--- config.mk ---
export PLATFORM = sky130hd
export DESIGN_NAME = sorted_table_insert_delete
export DESIGN_NICKNAME = d
export VERILOG_FILES = /design/src/sv/sti_pkg.sv /design/src/sv/sorted_table_insert_delete.sv /design/src/sv/sti_ram.sv /design/src/sv/sti_seq.sv
export SDC_FILE = /design/constraint.sdc
export NUM_CORES = 1
export LEC_CHECK = 0
export ABC_CLOCK_PERIOD_IN_PS = 8300
export BUFFER_PORTS_ARGS = -buffer_cell sky130_fd_sc_hd__clkbuf_2
export CAP_MARGIN = 20
export CELL_PAD_IN_SITES_DETAIL_PLACEMENT = 0
export CELL_PAD_IN_SITES_GLOBAL_PLACEMENT = 2
export CORE_MARGIN = 4
export CORE_UTILIZATION = 50
export CTS_CLUSTER_DIAMETER = 150
export DETAILED_ROUTE_END_ITERATION = 10
export HOLD_SLACK_MARGIN = 0.08
export PLACE_DENSITY_LB_ADDON = 0.1
export SETUP_SLACK_MARGIN = 0.15
export SYNTH_ARGS = -nofsm -noshare
export SYNTH_HDL_FRONTEND = slang
export SYNTH_SLANG_ARGS = --single-unit
--- constraint.sdc ---
create_clock -name clk -period 8.3 [get_ports clk]
set_input_delay 0.415 -clock clk [delete_from_list [all_inputs] [get_ports clk]]
set_output_delay 0.415 -clock clk [all_outputs]
set_load 0.01 [all_outputs]
--- src/sv/sti_pkg.sv ---
// Shared codes and types for the sorted table block.
package sti_pkg;

  localparam int unsigned ValW = 32;

  // Operation codes carried on in_func.
  localparam logic [1:0] FUNC_INSERT = 2'd0;
  localparam logic [1:0] FUNC_DELETE = 2'd1;
  localparam logic [1:0] FUNC_DUMP   = 2'd2;

  // Result status codes.
  localparam logic [1:0] ST_OK       = 2'd0;
  localparam logic [1:0] ST_FULL     = 2'd1;
  localparam logic [1:0] ST_NOTFOUND = 2'd2;
  localparam logic [1:0] ST_EMPTY    = 2'd3;

  // One result item offered by the sequencer to the output register.
  typedef struct packed {
    logic                   valid;
    logic [1:0]             status;
    logic signed [ValW-1:0] element;
    logic                   last;
  } res_t;

endpackage

--- src/sv/sorted_table_insert_delete.sv ---
// Sorted table: keeps up to DEPTH signed 32-bit values in ascending order. An item on the
// input channel is an insert, a delete or a dump (in_func); every item but the undefined
// code 3 yields results on the output channel, and out_last marks its final one. Insert
// answers once with ok or full, delete once with ok, not found or empty, dump with one
// result per stored value in ascending order (or one empty result). The block takes one
// item at a time: in_ready is low from acceptance until the item's last result has moved
// into the output register. The store is a single memory with one write and one registered
// read port, walked one entry a cycle by a sequencer with one compare unit (a dump waits
// while its result is not taken), so the read port sets the pace. Insert scans from the top
// down, moving each larger-or-equal entry up by one. Delete scans from the bottom to the
// match and shifts the rest down. Full, empty and ignored items need no scan of the store.
// The output register frees the sequencer while a result waits to be taken, so a new item
// can be accepted then. No clearing pass after reset.
module sorted_table_insert_delete #(
  parameter int unsigned DEPTH = 16
) (
  input  logic                            clk,
  input  logic                            rst_n,
  input  logic                            in_valid,
  output logic                            in_ready,
  input  logic [1:0]                      in_func,
  input  logic signed [sti_pkg::ValW-1:0] in_value,
  output logic                            out_valid,
  input  logic                            out_ready,
  output logic [1:0]                      out_status,
  output logic signed [sti_pkg::ValW-1:0] out_element,
  output logic                            out_last
);

  sti_pkg::res_t res;
  logic          res_ready;

  logic                            out_valid_r;
  logic [1:0]                      out_status_r;
  logic signed [sti_pkg::ValW-1:0] out_element_r;
  logic                            out_last_r;

  // Sequencer with the value store and the shared compare unit.
  sti_seq #(.DEPTH(DEPTH)) u_seq (
    .clk       (clk),
    .rst_n     (rst_n),
    .in_valid  (in_valid),
    .in_ready  (in_ready),
    .in_func   (in_func),
    .in_value  (in_value),
    .res       (res),
    .res_ready (res_ready)
  );

  // Load the output register when it is empty or its item leaves this cycle.
  assign res_ready = !out_valid_r || out_ready;

  always_ff @(posedge clk) begin
    if (!rst_n) begin
      out_valid_r <= 1'b0;
    end else if (res_ready) begin
      out_valid_r <= res.valid;
    end
  end

  // Hold the payload while a result waits.
  always_ff @(posedge clk) begin
    if (res_ready && res.valid) begin
      out_status_r  <= res.status;
      out_element_r <= res.element;
      out_last_r    <= res.last;
    end
  end

  assign out_valid   = out_valid_r;
  assign out_status  = out_status_r;
  assign out_element = out_element_r;
  assign out_last    = out_last_r;

endmodule

--- src/sv/sti_ram.sv ---
// Value store: one write port and one enabled read port with registered read data.
module sti_ram #(
  parameter int unsigned DEPTH = 16,
  parameter int unsigned AW    = 4
) (
  input  logic                            clk,
  input  logic                            we,
  input  logic [AW-1:0]                   waddr,
  input  logic signed [sti_pkg::ValW-1:0] wdata,
  input  logic                            re,
  input  logic [AW-1:0]                   raddr,
  output logic signed [sti_pkg::ValW-1:0] rdata
);

  logic signed [sti_pkg::ValW-1:0] mem_r [DEPTH];
  logic signed [sti_pkg::ValW-1:0] rdata_r;

  always_ff @(posedge clk) begin
    if (we) begin
      mem_r[waddr] <= wdata;
    end
  end

  // Hold the read data until the next read is issued.
  always_ff @(posedge clk) begin
    if (re) begin
      rdata_r <= mem_r[raddr];
    end
  end

  assign rdata = rdata_r;

endmodule

--- src/sv/sti_seq.sv ---
// Sequencer: walks the store one entry a cycle through a shared compare unit, a dump only while results are taken.
module sti_seq #(
  parameter int unsigned DEPTH = 16
) (
  input  logic                            clk,
  input  logic                            rst_n,
  input  logic                            in_valid,
  output logic                            in_ready,
  input  logic [1:0]                      in_func,
  input  logic signed [sti_pkg::ValW-1:0] in_value,
  output sti_pkg::res_t                   res,
  input  logic                            res_ready
);

  localparam int unsigned AW = $clog2(DEPTH);
  localparam int unsigned CW = $clog2(DEPTH + 1);

  localparam logic [2:0] S_IDLE  = 3'd0;
  localparam logic [2:0] S_INS   = 3'd1;
  localparam logic [2:0] S_PUT   = 3'd2;
  localparam logic [2:0] S_FIND  = 3'd3;
  localparam logic [2:0] S_SHIFT = 3'd4;
  localparam logic [2:0] S_DUMP  = 3'd5;
  localparam logic [2:0] S_RESP  = 3'd6;

  logic [2:0]                      state_r, state_nxt;
  logic [AW-1:0]                   idx_r, idx_nxt;
  logic signed [sti_pkg::ValW-1:0] val_r, val_nxt;
  logic [CW-1:0]                   count_r, count_nxt;
  logic [1:0]                      status_r, status_nxt;

  logic                            we, re;
  logic [AW-1:0]                   waddr, raddr;
  logic signed [sti_pkg::ValW-1:0] wdata, rdata;

  logic          cmp_ge, cmp_eq;
  logic [AW-1:0] last_idx, idx_inc, idx_dec;

  sti_ram #(.DEPTH(DEPTH), .AW(AW)) u_ram (
    .clk   (clk),
    .we    (we),
    .waddr (waddr),
    .wdata (wdata),
    .re    (re),
    .raddr (raddr),
    .rdata (rdata)
  );

  // Shared compare unit: stored entry against the operand.
  assign cmp_ge = (rdata >= val_r);
  assign cmp_eq = (rdata == val_r);

  assign last_idx = AW'(count_r - CW'(1));
  assign idx_inc  = idx_r + AW'(1);
  assign idx_dec  = idx_r - AW'(1);
  assign in_ready = (state_r == S_IDLE);

  always_comb begin
    state_nxt   = state_r;
    idx_nxt     = idx_r;
    val_nxt     = val_r;
    count_nxt   = count_r;
    status_nxt  = status_r;
    we          = 1'b0;
    waddr       = idx_r;
    wdata       = rdata;
    re          = 1'b0;
    raddr       = idx_r;
    res.valid   = 1'b0;
    res.status  = sti_pkg::ST_OK;
    res.element = '0;
    res.last    = 1'b1;
    case (state_r)
      S_IDLE: begin
        if (in_valid) begin
          val_nxt = in_value;
          case (in_func)
            sti_pkg::FUNC_INSERT: begin
              if (count_r == CW'(DEPTH)) begin
                status_nxt = sti_pkg::ST_FULL;
                state_nxt  = S_RESP;
              end else if (count_r == '0) begin
                idx_nxt   = '0;
                state_nxt = S_PUT;
              end else begin
                re        = 1'b1;
                raddr     = last_idx;
                idx_nxt   = last_idx;
                state_nxt = S_INS;
              end
            end
            sti_pkg::FUNC_DELETE, sti_pkg::FUNC_DUMP: begin
              if (count_r == '0) begin
                status_nxt = sti_pkg::ST_EMPTY;
                state_nxt  = S_RESP;
              end else begin
                re        = 1'b1;
                raddr     = '0;
                idx_nxt   = '0;
                state_nxt = (in_func == sti_pkg::FUNC_DUMP) ? S_DUMP : S_FIND;
              end
            end
            default: begin
              // Drop undefined operations.
              state_nxt = S_IDLE;
            end
          endcase
        end
      end
      S_INS: begin
        we    = 1'b1;
        waddr = idx_inc;
        if (cmp_ge) begin
          wdata = rdata;
          if (idx_r == '0) begin
            state_nxt = S_PUT;
          end else begin
            re      = 1'b1;
            raddr   = idx_dec;
            idx_nxt = idx_dec;
          end
        end else begin
          wdata      = val_r;
          count_nxt  = count_r + CW'(1);
          status_nxt = sti_pkg::ST_OK;
          state_nxt  = S_RESP;
        end
      end
      S_PUT: begin
        we         = 1'b1;
        waddr      = idx_r;
        wdata      = val_r;
        count_nxt  = count_r + CW'(1);
        status_nxt = sti_pkg::ST_OK;
        state_nxt  = S_RESP;
      end
      S_FIND: begin
        if (idx_r == last_idx) begin
          if (cmp_eq) begin
            count_nxt  = count_r - CW'(1);
            status_nxt = sti_pkg::ST_OK;
          end else begin
            status_nxt = sti_pkg::ST_NOTFOUND;
          end
          state_nxt = S_RESP;
        end else begin
          re      = 1'b1;
          raddr   = idx_inc;
          idx_nxt = idx_inc;
          if (cmp_eq) begin
            state_nxt = S_SHIFT;
          end
        end
      end
      S_SHIFT: begin
        we    = 1'b1;
        waddr = idx_dec;
        wdata = rdata;
        if (idx_r == last_idx) begin
          count_nxt  = count_r - CW'(1);
          status_nxt = sti_pkg::ST_OK;
          state_nxt  = S_RESP;
        end else begin
          re      = 1'b1;
          raddr   = idx_inc;
          idx_nxt = idx_inc;
        end
      end
      S_DUMP: begin
        res.valid   = 1'b1;
        res.element = rdata;
        res.last    = (idx_r == last_idx);
        if (res_ready) begin
          if (idx_r == last_idx) begin
            state_nxt = S_IDLE;
          end else begin
            re      = 1'b1;
            raddr   = idx_inc;
            idx_nxt = idx_inc;
          end
        end
      end
      S_RESP: begin
        res.valid  = 1'b1;
        res.status = status_r;
        if (res_ready) begin
          state_nxt = S_IDLE;
        end
      end
      default: begin
        state_nxt = S_IDLE;
      end
    endcase
  end

  always_ff @(posedge clk) begin
    if (!rst_n) begin
      state_r <= S_IDLE;
      count_r <= '0;
    end else begin
      state_r <= state_nxt;
      count_r <= count_nxt;
    end
  end

  always_ff @(posedge clk) begin
    idx_r    <= idx_nxt;
    val_r    <= val_nxt;
    status_r <= status_nxt;
  end

endmodule

==> results.toml, run 1 <==
[synth]
yosys_warnings = 0
synthCells = 1630
ys_dominant_reg_cell = "edfxtp_1"
ys_seq_area_share_pct = 70.82
ys_types = 85
async_reset_ff_share_pct = 0
synth_edf_count = 617
syn_nets = 1709
synth_seq_cells = 626
syn_area_per_cell_sq_um = 16.21
syn-cell-area_sq_mm = 0.02642

[clock_tree]
holdBufCountCts = 32
cts_made_buffers = 67
insertion_delay_ns = 0.60
cts-root-buf = "clkbuf_16"
postCtsSetupBuffers = 0
cts_buffer_depth = 3
clk_pin_slew_ns = 0.06
cts_tree = "yes"
cts_sinks = 626
h-tree-depth = 3
cts_resized = 0

[power_and_ir_drop]
powerDensity_mw_per_mm2 = 462.3
leakage_nw = 10.36
irDropWorstVdd_mv = 0.3947

[critical_path]
rrSetupSlack_ns = 2.48
endpoint_kind = "register"
cp_max_fo = 37
start_kind = "register"
rr_worst_depth = 12
crit_arrival_ns = 6.14
criticalPathCategory = "register to register"
crit_required_ns = 8.62

[timing]
worst_pin_slew_ns = 1.049
rsz0062_at_grt = "false"
skew_ns = 0.02244
fin_setup_tns_ns = 0
maxSlewHeadroom_pct = 30.08
hold_violations = 0
finalSetupViolCount = 0
slew_viol_final = 0
period_share_pct = 70.12
fmax_mhz = 171.8
fin_crit_ns = 5.820

[placed_design]
numPortBuffers = 74
placedCellCount = 2339
gp_congestion = 0.8693
dp_hpwl_mm = 37.27

[global_routing]
first_global_vias = 14840
grt_pass1_wl_mm = 96.63
grt_max_degree = 115
grt-ovfl-total = 0
grt.total_usage_pct = 23.13
antenna_found_initial = 0

[layout]
antenna_cells = 0
drive_gt1_share_pct = 20.14
n_fill_cell = 4035
layout.nets = 1840
fin_cells = 2492
area_growth_pct = 14.10

[route]
drc_errors = 0
via_per_inst = 5.917
wl_per_cell_um = 26.42
first_iter_violations = 1185
vias = 14750
routed_wl_mm = 65.83
dr.pass1.iters = 5
ant_nets = 0

[floorplan]
die_w_um = 237.9
rows = 83
dieArea_sq_mm = 0.05658
io_pins = 75
fp.coreArea_sq_mm = 0.05182
fp.dieH_um = 237.9
start_util_pct = 50.98

[worst_hold_path]
holdCritPathClass = "input port to register"
hold_depth = 3

[run]
drv_cap = 0

[outcome]
status = "finished, final reports clean"
placed cells by master (no fill, tap or decap), drive strengths merged, types with 33 or more instances in the layout:
master  count
edfxtp    617
mux2i     163
clkbuf    156
mux2      128
nand2      69
o22ai      66
o21ai      55
inv        50
nor2       49
a21oi      42
ha         41
and2       39
buf        37
or4        36
a22o       33
worst max-delay path, stage by stage, from the launching register on:
cell	delay, ns
edfxtp_1	0.43
ha_1	0.47
nand4_1	0.31
o21bai_1	0.13
a22oi_1	0.62
mux2_2	0.45
nor3_2	0.36
o21a_4	0.60
buf_4	0.61
nor3_2	0.27
buf_4	0.35
a22o_1	0.27
or4_1	0.50
cell families (layout without fill, tap and decap cells):
| family | Yosys count | count (layout) | synth area share, % |
|---|---|---|---|
| simple gates | 268 | 268 | 5.655 |
| mux | 291 | 291 | 11.79 |
| fa+ha+maj | 41 | 41 | 1.942 |
| flops | 626 | 626 | 70.82 |
| compound gates | 262 | 262 | 6.901 |
| buf+inv | 129 | 311 | 2.297 |
| xor+xnor | 13 | 13 | 0.5921 |
power by group:
group | internal [mW] | leakage (nW) | switching [mW]
Combinational | 2.23 | 3.65 | 3.72
Sequential | 4.80 | 5.68 | 0.274
Clock | 1.71 | 1.04 | 1.20
registers in the layout, indices dropped and copies added, names as in the netlist:
signal and flops:
u_seq.u_ram.rdata 32, u_seq.u_ram.mem_r 512, out_valid 1, u_seq.idx_r 4, u_seq.status_r 2, u_seq.val_r 32
u_seq.count_r 5, out_status 2, out_element 32, out_last 1, u_seq.state_r 3
stage by stage:
stage	util [%]	setup slack [ns]	cell area (sq um)	power (mW)	hold slack, ns
after floorplan	-	4.301	26420	9.280	0.5139
after global placement	53.38	2.570	27660	10.96	0.5282
after detailed placement	53.38	2.538	27660	11.07	0.5481
after CTS	58.11	2.501	30110	14.02	0.1235
after global routing	58.16	2.342	30140	14.65	0.1574
final	58.16	2.480	30140	13.93	0.1696
cells in the mapped netlist, types with 6 or more instances:
library cell  instances  area, sq um
ha_1                 41        513.0
nand4_1              10        62.56
nand3_1              10        50.05
clkbuf_1             34        127.6
dfxtp_1               9        180.2
mux2_1               17        191.4
buf_6                 8        90.09
mux2_4                8        120.1
nand2_1              68        255.2
o21ai_1              11        55.05
o22ai_1              66        412.9
inv_1                47        176.4
o21ai_0              44        220.2
mux2i_1             162         1622
a22o_1               33        289.0
or4_1                34        255.2
nor3_1               12        60.06
and2_1               39        244.0
nand2b_1              7        43.79
nor2_1               48        180.2
buf_2                29        145.1
edfxtp_1            617        18530
xnor2_1               8        70.07
a21oi_1              40        200.2
and3_1                6        37.54
mux2_2              103         1160
a32oi_1               7        61.31
buf_4                 7        52.55
path summary, 6_finish.rpt:
check,start,to
setup / recovery,u_seq.u_ram.rdata[31]$_DFFE_PP_,u_seq.u_ram.rdata[1]$_DFFE_PP_
setup reg to reg,u_seq.u_ram.rdata[31]$_DFFE_PP_,u_seq.u_ram.rdata[1]$_DFFE_PP_
hold / removal,out_ready,out_valid$_SDFFE_PN0N_
hold reg to reg,out_valid$_SDFFE_PN0N_,out_valid$_SDFFE_PN0N_
area by class of cell:
cell class / count / area [sq um] / share of cell area, %
clock buffer: 82 / 1775 / 5.890
clock inverter: 38 / 355.3 / 1.179
inverter: 48 / 180.2 / 0.5978
sequential: 626 / 18710 / 62.07
timing repair buffer: 143 / 1001 / 3.321
tap: 680 / 850.8 / 2.823
multi-input combinational: 875 / 7271 / 24.12
metal layers:
layer | wire length, um | global-route usage (%)
met4 | 2084 | 7.272
met5 | 0 | 0
met1 | 28780 | 31.77
met3 | 3092 | 3.930
met2 | 31870 | 38.18
No activity file was read; power rests on OpenSTA's default activity.
==> run 2, diff against run 1 <==
Settings changed: ABC_CLOCK_PERIOD_IN_PS 8300 to 6100, CORE_UTILIZATION 50 to 47.
Clock period 8.3 ns to 6.1 ns, I/O delays scaled along.
==> results.toml, run 2 (synthesis gave the netlist of run 1 again) <==
[route]
via_per_inst = 5.661
vias = 14530
drc_errors = 0
wl_per_cell_um = 25.49
routed_wl_mm = 65.40
first_iter_violations = 1057
dr.pass1.iters = 5
ant_nets = 0

[critical_path]
rr_worst_depth = 13
worstReg2RegEnd = "u_seq.u_ram.rdata[24]$_DFFE_PP_"
timing.rr.start = "u_seq.val_r[31]$_DFFE_PP_"
crit_start = "u_seq.val_r[31]$_DFFE_PP_"
cp_max_fo = 40
start_kind = "register"
endpoint_kind = "register"
crit_arrival_ns = 5.21
criticalPathCategory = "register to register"
crit_required_ns = 6.42
rrSetupSlack_ns = 1.22

[layout]
antenna_cells = 0
fin_cells = 2566
area_growth_pct = 14.70
layout_common_cells = "edfxtp_1 (617), mux2i_1 (162), mux2_2 (103)"
layout.nets = 1852
largest-register = "u_seq.u_ram.mem_r"
largest_register_ff_count = 512
n_fill_cell = 4438
drive_gt1_share_pct = 20.46
final_common_cell = "edfxtp_1"

[power_and_ir_drop]
switchingPower_mw = 7.069
power.internal_mw = 11.95
seq_power_share_pct = 35.9
powerDensity_mw_per_mm2 = 627.8
irDropWorstVdd_mv = 0.6058
leakage_nw = 10.39
comb_power_share_pct = 43.6
pwr-share-clk_pct = 20.5
swShare_pct = 37.16

[floorplan]
start_util_pct = 47.67
io_pins = 75
fp.dieH_um = 245.1
dieArea_sq_mm = 0.06006
fp.coreArea_sq_mm = 0.05542
rows = 86
die_w_um = 245.1

[placed_design]
gp_congestion = 0.8145
numPortBuffers = 74
dp_hpwl_mm = 38.85
placedCellCount = 2418

[timing]
fin_crit_ns = 4.884
slew_viol_final = 0
worst_pin_slew_ns = 0.9994
fin_setup_tns_ns = 0
finalSetupViolCount = 0
maxSlewHeadroom_pct = 33.37
rsz0062_at_grt = "false"
skew_ns = 0.01134
period_share_pct = 80.07
fmax_mhz = 204.7
hold_violations = 0

[worst_hold_path]
holdPathEnd = "u_seq.val_r[4]$_DFFE_PP_"
min_from = "in_value[4]"
hold_depth = 2
holdCritPathClass = "input port to register"

[clock_tree]
cts_made_buffers = 67
insertion_delay_ns = 0.59
clk_pin_slew_ns = 0.06
h-tree-depth = 3
cts_sinks = 626
cts_tree = "yes"
cts-root-buf = "clkbuf_16"
postCtsSetupBuffers = 0
cts_buffer_depth = 3

[outcome]
status = "finished, final reports clean"

[global_routing]
grt.total_usage_pct = 21.78
grt-ovfl-total = 0
antenna_found_initial = 0
grt_pass1_wl_mm = 96.65
grt_max_degree = 70
first_global_vias = 14820

[run]
drv_cap = 0
run 2: changes by cell type in the layout (fill, tap and decap cells not counted):
cell           change
clkbuf_16          -1
clkbuf_1           +1
clkinv_1           -3
and3b_1            -1
buf_16             -1
buf_12             +4
clkinv_2           -3
inv_6              -2
clkbuf_8           +1
and3b_2            +1
dlygate4sd3_1      +2
clkinv_8           -1
clkinvlp_4         +2
buf_4              +7
run 2: cell type report:
| class | instances | area, sq um | share of cell area, % |
|---|---|---|---|
| clock buffers | 83 | 1768 | 5.835 |
| clock inverters | 31 | 310.3 | 1.024 |
| inverters | 48 | 180.2 | 0.5946 |
| multi-input cells | 875 | 7272 | 24.00 |
| flip-flops and latches | 626 | 18710 | 61.74 |
| well taps | 748 | 935.9 | 3.089 |
| repair buffers | 155 | 1126 | 3.716 |
run 2: stage by stage:
step / hold WS, ns / setup slack, ns / power, mW / utilization [%] / cell area, sq um
finish: 0.4287 / 1.216 / 19.02 / 54.68 / 30300
global route: 0.3978 / 0.9960 / 20.00 / 54.68 / 30300
CTS: 0.3923 / 1.187 / 19.23 / 54.68 / 30300
detailed placement: 0.4838 / 1.201 / 15.28 / 50.31 / 27880
global placement: 0.4815 / 1.268 / 15.19 / 50.28 / 27860
floorplan: 0.4039 / 2.101 / 12.63 / - / 26420
run 2: metal layers:
| layer | share of wire, % | up-vias | track usage, % |
|---|---|---|---|
| met2 | 49 | 332 | 36.89 |
| met5 | 0 | - | 0 |
| met1 | 44 | 7407 | 29.59 |
| met4 | 2.3 | 0 | 5.655 |
| li1 | - | 6686 | - |
| met3 | 4.3 | 102 | 3.496 |
run 2: critical path, cell delays in order, from the launching register on:
cell and delay (ns):
edfxtp_1 0.41, inv_1 0.06, ha_1 0.37, nand4_1 0.26, o21bai_1 0.12, a22oi_1 0.48
mux2_2 0.46, nor3_2 0.37, nor2_4 0.10, a21oi_4 0.26, buf_4 0.61, mux2_2 0.41
a22o_1 0.17, or4_1 0.50
run 2: timing repair:
action                                 in CTS  in global routing
endpoints found under the hold margin      41                  0
gates resized for setup                     0                  0
hold buffers                               34                  0
run 2: worst max-delay path by stage:
stage	end	slack (ns)	depth (start not counted)
6_report	u_seq.u_ram.rdata[24]$_DFFE_PP_	1.22	13
5_1_grt	u_seq.u_ram.rdata[24]$_DFFE_PP_	1.0	12
4_1_cts	u_seq.u_ram.rdata[24]$_DFFE_PP_	1.19	13
3_5_place_dp	u_seq.u_ram.rdata[25]$_DFFE_PP_	1.20	13
3_3_place_gp	u_seq.u_ram.rdata[27]$_DFFE_PP_	1.27	13
2_1_floorplan	u_seq.u_ram.rdata[10]$_DFFE_PP_	2.10	12
run 2: power by group through the flow:
| stage | Combinational [mW] | Clock, mW | Sequential [mW] |
|---|---|---|---|
| finish | 8.29 | 3.90 | 6.83 |
| global route | 8.94 | 4.16 | 6.90 |
| CTS | 8.40 | 4.00 | 6.84 |
| detailed placement | 8.35 | 0 | 6.92 |
| global placement | 8.28 | 0 | 6.90 |
| floorplan | 5.83 | 0 | 6.80 |
